File: src/hdl/apfm_pkg.sv
`timescale 1ns / 1ps
package apfm_pkg;

    // Fixed field widths
    localparam int CAPTURE_W = 16;
    localparam int TICK_W    = 24;
    localparam int GAIN_W    = 16;
    localparam int PPR_W     = 8;
    localparam int FREQ_W    = 34;
    localparam int SPEED_W   = 34;
    localparam int RPM_W     = 40;
    localparam int CFG_IDX_W = 2;
    localparam int CFG_DATA_W = 24;

    // Default build parameters
    localparam int WINDOW_DEF       = 5;
    localparam int CAPTURE_BITS_DEF = 16;

    // Register reset values
    localparam logic [TICK_W-1:0] TICK_RATE_RST = 24'd250000;
    localparam logic [GAIN_W-1:0] SPEED_GAIN_RST = 16'd6423;
    localparam logic [PPR_W-1:0]  PPR_RST = 8'd3;

    typedef enum logic [CFG_IDX_W-1:0] {
        CFG_TICK_RATE      = 2'd0,
        CFG_SPEED_GAIN     = 2'd1,
        CFG_REV_PULSES     = 2'd2
    } cfg_index_t;

    typedef enum logic [2:0] {
        ST_IDLE,
        ST_CHECK,
        ST_FREQ,
        ST_RPM,
        ST_OUT
    } state_t;

    typedef struct packed {
        logic load;
        logic start_freq;
        logic start_rpm;
        logic publish;
    } ctrl_cmd_t;

    typedef struct packed {
        logic window_full;
        logic sum_zero;
        logic div_busy;
        logic mul_busy;
        logic out_free;
    } ctrl_status_t;

endpackage

File: src/hdl/averaged_pulse_frequency_meter_core.sv
`timescale 1ns / 1ps
// Averaged pulse frequency meter.
// Input channel (s_valid/s_ready, s_capture_time): one request per rising
// edge capture of the sensor timer. The last WINDOW captures are kept and
// the gaps between neighbors are summed as they arrive.
// Result channel (m_valid/m_ready): freq_q8, speed_q8 and rpm_q8 for each
// capture once the window has filled and the gap sum is non-zero; other
// captures are absorbed with no result.
// Configuration channel (cfg_valid/cfg_ready, cfg_index, cfg_data): always
// ready; index 0 tick rate, 1 speed gain, 2 pulses per revolution.
// A capture that gives no result goes back to idle after the window check.
// One that gives a result runs two divides through a single radix-2
// divider, frequency first and then rpm; no new capture is accepted until
// that result has been put into the output register.
// The speed product is formed bit-serially during the rpm divide.
// Results go to an output register; the next capture is accepted while a
// result waits there, and a new result waits until the receiver takes it.
// Reset (aresetn, synchronous, active low) clears the window, the fill
// state and the output valid, and restores the register defaults.
module averaged_pulse_frequency_meter_core #(
    parameter int WINDOW       = apfm_pkg::WINDOW_DEF,
    parameter int CAPTURE_BITS = apfm_pkg::CAPTURE_BITS_DEF
) (
    input  logic                            aclk,
    input  logic                            aresetn,
    input  logic                            s_valid,
    output logic                            s_ready,
    input  logic [apfm_pkg::CAPTURE_W-1:0]  s_capture_time,
    output logic                            m_valid,
    input  logic                            m_ready,
    output logic [apfm_pkg::FREQ_W-1:0]     m_freq_q8,
    output logic [apfm_pkg::SPEED_W-1:0]    m_speed_q8,
    output logic [apfm_pkg::RPM_W-1:0]      m_rpm_q8,
    input  logic                            cfg_valid,
    output logic                            cfg_ready,
    input  logic [apfm_pkg::CFG_IDX_W-1:0]  cfg_index,
    input  logic [apfm_pkg::CFG_DATA_W-1:0] cfg_data
);
    import apfm_pkg::*;

    ctrl_cmd_t    cmd;
    ctrl_status_t status;

    assign cfg_ready = 1'b1;

    apfm_ctrl u_ctrl (
        .aclk    (aclk),
        .aresetn (aresetn),
        .s_valid (s_valid),
        .s_ready (s_ready),
        .status  (status),
        .cmd     (cmd)
    );

    apfm_datapath #(
        .WINDOW       (WINDOW),
        .CAPTURE_BITS (CAPTURE_BITS)
    ) u_datapath (
        .aclk         (aclk),
        .aresetn      (aresetn),
        .cmd          (cmd),
        .status       (status),
        .capture_time (s_capture_time),
        .cfg_we       (cfg_valid & cfg_ready),
        .cfg_index    (cfg_index),
        .cfg_data     (cfg_data),
        .m_ready      (m_ready),
        .m_valid      (m_valid),
        .m_freq_q8    (m_freq_q8),
        .m_speed_q8   (m_speed_q8),
        .m_rpm_q8     (m_rpm_q8)
    );

endmodule

File: src/hdl/apfm_div.sv
`timescale 1ns / 1ps
module apfm_div #(
    parameter int DIVIDEND_W = 40,
    parameter int DIVISOR_W  = 19
) (
    input  logic                  aclk,
    input  logic                  aresetn,
    input  logic                  start,
    input  logic [DIVIDEND_W-1:0] dividend,
    input  logic [DIVISOR_W-1:0]  divisor,
    output logic                  busy,
    output logic [DIVIDEND_W-1:0] quotient
);
    localparam int CNT_W = $clog2(DIVIDEND_W + 1);

    logic [DIVIDEND_W-1:0] quo_reg;
    logic [DIVISOR_W-1:0]  rem_reg;
    logic [DIVISOR_W-1:0]  dvs_reg;
    logic [CNT_W-1:0]      cnt_reg;
    logic                  busy_reg;

    logic [DIVISOR_W:0] rem_shift;
    logic [DIVISOR_W:0] diff;
    logic               take;

    // One quotient bit per cycle, restoring
    always_comb begin
        rem_shift = {rem_reg, quo_reg[DIVIDEND_W-1]};
        diff      = rem_shift - {1'b0, dvs_reg};
        take      = ~diff[DIVISOR_W];
    end

    always_ff @(posedge aclk) begin
        if (!aresetn) begin
            busy_reg <= 1'b0;
            cnt_reg  <= '0;
        end else if (start) begin
            busy_reg <= 1'b1;
            cnt_reg  <= CNT_W'(DIVIDEND_W);
        end else if (busy_reg) begin
            cnt_reg <= cnt_reg - 1'b1;
            if (cnt_reg == CNT_W'(1)) begin
                busy_reg <= 1'b0;
            end
        end
    end

    always_ff @(posedge aclk) begin
        if (start) begin
            quo_reg <= dividend;
            rem_reg <= '0;
            dvs_reg <= divisor;
        end else if (busy_reg) begin
            rem_reg <= take ? diff[DIVISOR_W-1:0] : rem_shift[DIVISOR_W-1:0];
            quo_reg <= {quo_reg[DIVIDEND_W-2:0], take};
        end
    end

    assign busy     = busy_reg;
    assign quotient = quo_reg;

endmodule

File: src/hdl/apfm_datapath.sv
`timescale 1ns / 1ps
module apfm_datapath #(
    parameter int WINDOW       = apfm_pkg::WINDOW_DEF,
    parameter int CAPTURE_BITS = apfm_pkg::CAPTURE_BITS_DEF
) (
    input  logic                            aclk,
    input  logic                            aresetn,
    input  apfm_pkg::ctrl_cmd_t             cmd,
    output apfm_pkg::ctrl_status_t          status,
    input  logic [apfm_pkg::CAPTURE_W-1:0]  capture_time,
    input  logic                            cfg_we,
    input  logic [apfm_pkg::CFG_IDX_W-1:0]  cfg_index,
    input  logic [apfm_pkg::CFG_DATA_W-1:0] cfg_data,
    input  logic                            m_ready,
    output logic                            m_valid,
    output logic [apfm_pkg::FREQ_W-1:0]     m_freq_q8,
    output logic [apfm_pkg::SPEED_W-1:0]    m_speed_q8,
    output logic [apfm_pkg::RPM_W-1:0]      m_rpm_q8
);
    import apfm_pkg::*;

    localparam int CAP_W  = (CAPTURE_BITS < CAPTURE_W) ? CAPTURE_BITS : CAPTURE_W;
    localparam int SUM_W  = CAP_W + $clog2(WINDOW);
    localparam int FILL_W = $clog2(WINDOW);
    localparam int NUM_W  = TICK_W + 8 + $clog2(WINDOW);
    localparam int DIV_W  = (NUM_W > RPM_W) ? NUM_W : RPM_W;
    localparam int DVS_W  = (SUM_W > PPR_W) ? SUM_W : PPR_W;
    localparam int PROD_W = FREQ_W + GAIN_W;
    localparam int MCNT_W = $clog2(GAIN_W + 1);

    // Configuration registers
    logic [TICK_W-1:0] tick_reg;
    logic [GAIN_W-1:0] gain_reg;
    logic [PPR_W-1:0]  ppr_reg;

    always_ff @(posedge aclk) begin
        if (!aresetn) begin
            tick_reg <= TICK_RATE_RST;
            gain_reg <= SPEED_GAIN_RST;
            ppr_reg  <= PPR_RST;
        end else if (cfg_we) begin
            if (cfg_index == CFG_TICK_RATE) begin
                tick_reg <= cfg_data[TICK_W-1:0];
            end
            if (cfg_index == CFG_SPEED_GAIN) begin
                gain_reg <= cfg_data[GAIN_W-1:0];
            end
            if (cfg_index == CFG_REV_PULSES) begin
                ppr_reg <= cfg_data[PPR_W-1:0];
            end
        end
    end

    // Capture window with a running sum of neighbor gaps
    logic [CAP_W-1:0]  window_reg [WINDOW];
    logic [SUM_W-1:0]  sum_reg;
    logic [SUM_W-1:0]  sum_next;
    logic [FILL_W-1:0] fill_reg;
    logic              full_reg;
    logic [CAP_W-1:0]  cap_in;
    logic [CAP_W-1:0]  gap_new;
    logic [CAP_W-1:0]  gap_old;

    always_comb begin
        cap_in  = capture_time[CAP_W-1:0];
        gap_new = (cap_in >= window_reg[0]) ? (cap_in - window_reg[0])
                                            : (window_reg[0] - cap_in);
        gap_old = (window_reg[WINDOW-2] >= window_reg[WINDOW-1])
                ? (window_reg[WINDOW-2] - window_reg[WINDOW-1])
                : (window_reg[WINDOW-1] - window_reg[WINDOW-2]);
        // Add the gap entering the window, drop the one shifted out
        sum_next = sum_reg + SUM_W'(gap_new) - SUM_W'(gap_old);
    end

    always_ff @(posedge aclk) begin
        if (!aresetn) begin
            for (int i = 0; i < WINDOW; i++) begin
                window_reg[i] <= '0;
            end
            sum_reg  <= '0;
            fill_reg <= '0;
            full_reg <= 1'b0;
        end else if (cmd.load) begin
            window_reg[0] <= cap_in;
            for (int i = 1; i < WINDOW; i++) begin
                window_reg[i] <= window_reg[i-1];
            end
            sum_reg <= sum_next;
            if (!full_reg) begin
                if (fill_reg == FILL_W'(WINDOW - 1)) begin
                    full_reg <= 1'b1;
                end else begin
                    fill_reg <= fill_reg + 1'b1;
                end
            end
        end
    end

    // Shared divider: frequency first, then rpm
    logic [NUM_W-1:0]  numerator;
    logic [DIV_W-1:0]  quotient;
    logic [DIV_W-1:0]  div_dividend;
    logic [DVS_W-1:0]  div_divisor;
    logic [FREQ_W-1:0] freq_sat;
    logic [RPM_W-1:0]  freq_x60;
    logic [PPR_W-1:0]  ppr_eff;
    logic              div_busy;

    always_comb begin
        numerator = NUM_W'(WINDOW - 1) * NUM_W'({tick_reg, 8'd0});
        freq_sat  = (|quotient[DIV_W-1:FREQ_W]) ? {FREQ_W{1'b1}} : quotient[FREQ_W-1:0];
        freq_x60  = {freq_sat, 6'd0} - RPM_W'({freq_sat, 2'd0});
        ppr_eff   = (ppr_reg == '0) ? PPR_W'(1) : ppr_reg;
        if (cmd.start_freq) begin
            div_dividend = DIV_W'(numerator);
            div_divisor  = DVS_W'(sum_reg);
        end else begin
            div_dividend = DIV_W'(freq_x60);
            div_divisor  = DVS_W'(ppr_eff);
        end
    end

    apfm_div #(
        .DIVIDEND_W (DIV_W),
        .DIVISOR_W  (DVS_W)
    ) u_div (
        .aclk     (aclk),
        .aresetn  (aresetn),
        .start    (cmd.start_freq | cmd.start_rpm),
        .dividend (div_dividend),
        .divisor  (div_divisor),
        .busy     (div_busy),
        .quotient (quotient)
    );

    // Shift-add multiplier for speed, runs alongside the rpm divide
    logic [FREQ_W-1:0] freq_reg;
    logic [PROD_W-1:0] mcand_reg;
    logic [PROD_W-1:0] acc_reg;
    logic [GAIN_W-1:0] mplier_reg;
    logic [MCNT_W-1:0] mcnt_reg;
    logic              mul_busy_reg;

    always_ff @(posedge aclk) begin
        if (!aresetn) begin
            mul_busy_reg <= 1'b0;
            mcnt_reg     <= '0;
        end else if (cmd.start_rpm) begin
            mul_busy_reg <= 1'b1;
            mcnt_reg     <= MCNT_W'(GAIN_W);
        end else if (mul_busy_reg) begin
            mcnt_reg <= mcnt_reg - 1'b1;
            if (mcnt_reg == MCNT_W'(1)) begin
                mul_busy_reg <= 1'b0;
            end
        end
    end

    always_ff @(posedge aclk) begin
        if (cmd.start_rpm) begin
            freq_reg   <= freq_sat;
            mcand_reg  <= PROD_W'(freq_sat);
            mplier_reg <= gain_reg;
            acc_reg    <= '0;
        end else if (mul_busy_reg) begin
            if (mplier_reg[0]) begin
                acc_reg <= acc_reg + mcand_reg;
            end
            mcand_reg  <= {mcand_reg[PROD_W-2:0], 1'b0};
            mplier_reg <= {1'b0, mplier_reg[GAIN_W-1:1]};
        end
    end

    // Output register
    logic                m_valid_reg;
    logic [FREQ_W-1:0]   freq_out_reg;
    logic [SPEED_W-1:0]  speed_out_reg;
    logic [RPM_W-1:0]    rpm_out_reg;

    always_ff @(posedge aclk) begin
        if (!aresetn) begin
            m_valid_reg <= 1'b0;
        end else if (cmd.publish) begin
            m_valid_reg <= 1'b1;
        end else if (m_ready) begin
            m_valid_reg <= 1'b0;
        end
    end

    always_ff @(posedge aclk) begin
        if (cmd.publish) begin
            freq_out_reg  <= freq_reg;
            speed_out_reg <= acc_reg[PROD_W-1:GAIN_W];
            rpm_out_reg   <= quotient[RPM_W-1:0];
        end
    end

    assign m_valid    = m_valid_reg;
    assign m_freq_q8  = freq_out_reg;
    assign m_speed_q8 = speed_out_reg;
    assign m_rpm_q8   = rpm_out_reg;

    always_comb begin
        status.window_full = full_reg;
        status.sum_zero    = (sum_reg == '0);
        status.div_busy    = div_busy;
        status.mul_busy    = mul_busy_reg;
        status.out_free    = ~m_valid_reg | m_ready;
    end

endmodule

File: src/hdl/apfm_ctrl.sv
`timescale 1ns / 1ps
module apfm_ctrl (
    input  logic                   aclk,
    input  logic                   aresetn,
    input  logic                   s_valid,
    output logic                   s_ready,
    input  apfm_pkg::ctrl_status_t status,
    output apfm_pkg::ctrl_cmd_t    cmd
);
    import apfm_pkg::*;

    state_t state_reg;
    state_t state_next;

    always_ff @(posedge aclk) begin
        if (!aresetn) begin
            state_reg <= ST_IDLE;
        end else begin
            state_reg <= state_next;
        end
    end

    always_comb begin
        state_next = state_reg;
        cmd        = '0;
        s_ready    = 1'b0;
        unique case (state_reg)
            ST_IDLE: begin
                s_ready = 1'b1;
                if (s_valid) begin
                    cmd.load   = 1'b1;
                    state_next = ST_CHECK;
                end
            end
            ST_CHECK: begin
                // drop the request when the window is short or the gaps sum to zero
                if (!status.window_full || status.sum_zero) begin
                    state_next = ST_IDLE;
                end else begin
                    cmd.start_freq = 1'b1;
                    state_next     = ST_FREQ;
                end
            end
            ST_FREQ: begin
                if (!status.div_busy) begin
                    cmd.start_rpm = 1'b1;
                    state_next    = ST_RPM;
                end
            end
            ST_RPM: begin
                if (!status.div_busy && !status.mul_busy) begin
                    state_next = ST_OUT;
                end
            end
            ST_OUT: begin
                // hold until the output register is free
                if (status.out_free) begin
                    cmd.publish = 1'b1;
                    state_next  = ST_IDLE;
                end
            end
            default: begin
                state_next = ST_IDLE;
            end
        endcase
    end

endmodule

File: config.mk
export PLATFORM = sky130hd
export DESIGN_NAME = averaged_pulse_frequency_meter_core
export DESIGN_NICKNAME = d
export VERILOG_FILES = /design/src/hdl/apfm_pkg.sv /design/src/hdl/averaged_pulse_frequency_meter_core.sv /design/src/hdl/apfm_div.sv /design/src/hdl/apfm_datapath.sv /design/src/hdl/apfm_ctrl.sv
export SDC_FILE = /design/constraint.sdc
export NUM_CORES = 1
export LEC_CHECK = 0
export ABC_AREA = 1
export BUFFER_PORTS_ARGS = -buffer_cell sky130_fd_sc_hd__clkbuf_2
export CAP_MARGIN = 10
export CORE_MARGIN = 2
export CORE_UTILIZATION = 45
export DETAILED_ROUTE_END_ITERATION = 16
export PLACE_DENSITY = 0.61
export RECOVER_POWER = 25
export SYNTH_ARGS = -nofsm -noshare
export SYNTH_HDL_FRONTEND = slang
export SYNTH_HIERARCHICAL = 1
export SYNTH_SLANG_ARGS = --single-unit
File: constraint.sdc
create_clock -name aclk -period 13.8 [get_ports aclk]
set_clock_uncertainty 0.1 [all_clocks]
set_input_delay 1.38 -clock aclk [delete_from_list [all_inputs] [get_ports aclk]]
set_output_delay 1.38 -clock aclk [all_outputs]
set_load 0.05 [all_outputs]
**After elaboration in Yosys (flattened, before gate mapping)**

Memories as Yosys holds them, arrays and structs flattened.
Index checks and enable logic that the tools add are counted.

- Equality and inequality tests: 13
- Mux-type cells: 51
- $lt $le $gt $ge: 2
- $add $sub $neg: 12
- Bitwise operators: 12
- Reductions and logical operators: 21

Operators by type and width:

| cell | number |
|---|---|
| two-way mux 16 bit | 9 |
| two-way mux 40 bit | 3 |
| two-way mux 34 bit | 3 |
| subtractor 16 bit | 4 |
| adder 50 bit | 1 |
| subtractor 40 x 36 -> 40 bit | 1 |
| >= comparator 16 bit | 2 |
| two-way mux 1 bit | 23 |
| subtractor 20 x 19 -> 20 bit | 1 |
| adder 19 x 16 -> 19 bit | 1 |
| zero test 19 bit | 1 |
| two-way mux 19 bit | 1 |
| subtractor 19 x 16 -> 19 bit | 1 |
| two-way mux 8 bit | 2 |
| one-hot mux 3 bit (5 select lines) | 1 |
| two-way mux 3 bit | 4 |
| two-way mux 6 bit | 2 |
| two-way mux 5 bit | 2 |
| zero test 8 bit | 1 |
| AND reduction 2 bit | 4 |
| bitwise OR 1 bit | 7 |
| equality test 3 x 2 -> 1 bit, second input constant | 2 |
| equality test 3 bit, second input constant | 2 |
| equality test 6 x 1 -> 1 bit, second input constant | 1 |
| other kinds (21) | 32 |

- Flip-flop bits (word level): 424
- Output and inout bits: 111
- Bits in writable memories: 80
- Logic and storage cells: 138
- Memories: 1
- Input bits: 47

Memories:

| name | words | bits a word | rd ports | clocked after memory_dff | wr ports | RTL line | RTL |
|---|---|---|---|---|---|---|---|
| u_datapath.window_reg | 5 | 16 | 5 | 0 | 5 | apfm_datapath.sv:55 | `logic [CAP_W-1:0] window_reg [WINDOW];` |

**Longest topological paths before layout**

- Depth in word-level cells: 6
- Depth in mapped cells: 28
- Mapped depth without buffers: 27

**By module**

The synthesis kept the hierarchy.

By module, submodules not included:

| module | times used | area each (um^2) | seq. area each (um^2) | cells each |
|---|---|---|---|---|
| apfm_datapath | 1 | 26127.6 | 11050.6 | 3418 |
| apfm_div | 1 | 4820.9 | 2292.2 | 628 |
| apfm_ctrl | 1 | 244.0 | 60.1 | 38 |
| averaged_pulse_frequency_meter_core | 1 | 11.3 | 0.0 | 2 |

**Least setup slack after synthesis**

Ideal clock, no wire load.

- Path type: input port to flip-flop
- From: in m_ready
- To: reg u_datapath.freq_out_reg[0] (netlist: u_datapath/m_freq_q8[0]) (enable)
- Setup time: 0.843 ns
- Data required time: 12.857 ns
- Path buffers: 0
- Stages: 4
- Slack: 1.114 ns
- Arrival time: 11.743 ns
- Path through: inv_1 nand2_1 inv_1 nor4_1

RTL lines:

| what | RTL line | RTL |
|---|---|---|
| from (decl) | averaged_pulse_frequency_meter_core.sv:30 | `input logic m_ready,` |
| to (signal assigned) | apfm_datapath.sv:192 | `freq_out_reg <= freq_reg;` |
| to (decl) | apfm_datapath.sv:176 | `logic [FREQ_W-1:0] freq_out_reg;` |

==> impl_metrics.tcl <==
set metrics [dict create \
    status "finished with violations" \
    violations "max-capacitance violations, max-slew violations" \
    grtUsageTotal_pct 24.43 \
    relSlewSlack_pct -65.74 \
    synth_top_family_by_area "simple AND/OR/NAND/NOR gates" \
    die_x_microns 267.3 \
    dpl.hpwl_mm 66.54 \
    drt-initial-drc-count 1980 \
    grt_pass1_vias 24790 \
    syn-cell-area_sq_um 31200 \
    worst_ep_required_time_ps 13930 \
    synthCells 4086 \
    layout.nets 4470 \
    largest_register_ffs 80 \
    synthAdderAreaFrac_pct 8.910 \
    vias 26270 \
    tns_ps 0 \
    cap_violations 4 \
    fill_cells 6875 \
    postRouteWirelength_mm 86.66 \
    avgViaCountPerCell 5.059 \
    critPathLaunchType "input port" \
    drc 0 \
    core-area_sq_um 68590 \
    io_pins 158 \
    cts_buffers 55 \
    p_leak_nw 16.66 \
    synth-seq-cells 504 \
    async_reset_ff_share_pct 0 \
    drive_above_1_share_pct 8.357 \
    path_clk_slew_ps 70 \
    synth.avg_cell_area_sq_um 7.637 \
    antenna_found_initial 1 \
    cts_resized 0 \
    cp_data_arrival_time_ps 5650 \
    synthSimpleGateAreaFrac_pct 26.85 \
    path_max_fanout 68 \
    min_period_over_period_pct 39.99 \
    fmax_mhz 181.2 \
    grt_pass1_wl_mm 137.4 \
    cts_max_path_buffers 3 \
    synth_flop_cell "edfxtp_1" \
    grt_overflow_total 0 \
    total_power_mw 6.984 \
    synth-seq-area-share_pct 42.95 \
    cts_tree "done" \
    hold_viol 0 \
    synth_edf_count 331 \
    place_congestion 0.9773 \
    std_cell_rows 96 \
    grt_setup_unrepaired "no" \
    hp-class "register to register" \
    vdd_ir_drop_max_uv 114.4 \
    initial_core_util_pct 45.50 \
    avgRoutedWirePerCell_microns 16.69 \
    synthToLayoutAreaGrowth_pct 10.93 \
    fp.dieH_microns 267.3 \
    tightest_slew_ps 2486 \
    clockRootBuffer "clkbuf_16" \
    synthMuxAreaShare_pct 0.06416 \
    htree_levels 2 \
    crit_type "input port to register" \
    clkLatencyLatePin_ps 640 \
    min_period_ps 5519 \
    antenna_left 0 \
    yosysWarnings 6 \
    port-buffer-count 156 \
    finalSetupViolations 0 \
    cellPowerDensity_nw_per_um2 201.8 \
    final_max_slew_viol_count 175 \
    die_area_sq_um 71460 \
    cts_setup_buffers 0 \
    clock-sinks 504 \
    drt-pass1-iter-count 5 \
    yosys.area_share.xor_xnor_pct 2.161 \
    synth_compound_area_share_pct 10.31 \
    hold_buffers 0 \
    yosysUniqueCellTypes 62 \
    worstSetupEndpointType "register" \
    r2r_slack_ps 8350 \
    grt_max_degree 113 \
]
==> power by group <==
group | internal [mW] | switching, mW
Sequential | 1.98 | 0.228
Clock | 0.886 | 0.629
Combinational | 1.04 | 2.23
Total | 3.90 | 3.08
==> routing by layer <==
layer  share of wire [%]  vias up  GRT usage, %
met5               0.015        -             0
met3                 5.2      127         3.117
met2                  46      633         40.01
met4                 2.8        2         7.227
li1                    -    13450             -
met1                  46    12060         33.75
==> synthesized netlist by cell type (all sizes together) (2+ instances only) <==
cell	instances	area share, %
clkbuf	67	0.82
a31oi	8	0.16
nand3b	19	0.46
dfxtp	173	11
a21boi	10	0.24
conb	2	0.024
xnor2	20	0.56
o211ai	3	0.072
nand4	32	0.66
mux2i	2	0.064
a21oi	237	3.9
and2	4	0.088
a211oi	2	0.048
o22ai	4	0.080
buf	38	0.81
edfxtp	331	32
o21a	3	0.072
clkinv	5	0.064
nor3	46	0.77
o21bai	21	0.52
nand2	1096	14
inv	583	7.0
a21o	18	0.43
nor4	12	0.34
nand3	194	3.3
fa	22	1.4
nor2	584	7.4
o21ai	292	4.7
xor2	57	1.6
ha	187	7.5
or2	8	0.16
==> per-stage QoR <==
stage | hold slack (ps) | area [sq um] | utilization [%] | cells | setup WS (ps)
after floorplan | 300.3 | 31210 | - | 4087 | 1114
after global placement | 300.4 | 32830 | 47.86 | 5088 | 7993
after detailed placement | 304.5 | 32830 | 47.86 | 5088 | 7953
after CTS | 314.8 | 34680 | 50.56 | 5191 | 8601
after global routing | 323.2 | 34610 | 50.46 | 5191 | 7715
final | 308.5 | 34610 | 50.47 | 5192 | 8281
==> critical path, stage by stage <==
cell and delay, ps:
clkbuf_2 70, clkbuf_1 1750, inv_1 590, nor2_1 680
clkinv_2 540, buf_4 520
==> worst paths after layout <==
check             depth (start not counted)                           from                            end
setup / recovery                          6                        aresetn   u_datapath/window_reg[0][78]
hold / removal                            0        u_datapath/freq_reg[30]       u_datapath/m_freq_q8[30]
setup reg to reg                         16  u_datapath/u_div/quotient[39]  u_datapath/u_div/quotient[27]
hold reg to reg                           0        u_datapath/freq_reg[30]       u_datapath/m_freq_q8[30]
==> area by class of cell <==
type                    instances  area (sq um)  area share (%)
multi-input cells            2890         15070           43.53
flip-flops and latches        504         13400           38.72
inverters                     588          2215           6.398
clock buffers                  71          1466           4.237
well taps                     931          1165           3.365
repair buffers                175         910.9           2.632
clock inverters                32         384.1           1.110
diodes                          1         2.502        0.007230
==> cell families (layout without fill, tap and decap cells) <==
family	count (synthesis)	in the layout
AO/OA/AOI/OAI	601	601
XOR/XNOR	77	77
adder cells (fa/ha/maj)	209	209
buffers and inverters	693	866
flip-flops	504	504
multiplexers	2	2
other	2	4
AND/OR/NAND/NOR	1998	1998
==> layout by cell type (no fill, tap or decap), types with 25 or more instances in the layout <==
| cell type | netlist | layout |
|---|---|---|
| edfxtp_1 | 331 | 331 |
| o21ai_0 | 265 | 265 |
| dfxtp_1 | 173 | 173 |
| clkbuf_2 | 3 | 155 |
| xor2_1 | 57 | 57 |
| ha_1 | 187 | 187 |
| nor3_1 | 44 | 43 |
| o21ai_1 | 25 | 25 |
| inv_1 | 572 | 569 |
| a21oi_1 | 231 | 231 |
| nor2_1 | 563 | 566 |
| nand4_1 | 31 | 31 |
| nand2_1 | 1060 | 1057 |
| clkbuf_16 | 0 | 55 |
| nand2_2 | 29 | 31 |
| nand3_1 | 188 | 189 |
Power figures use the tool's default switching activity.
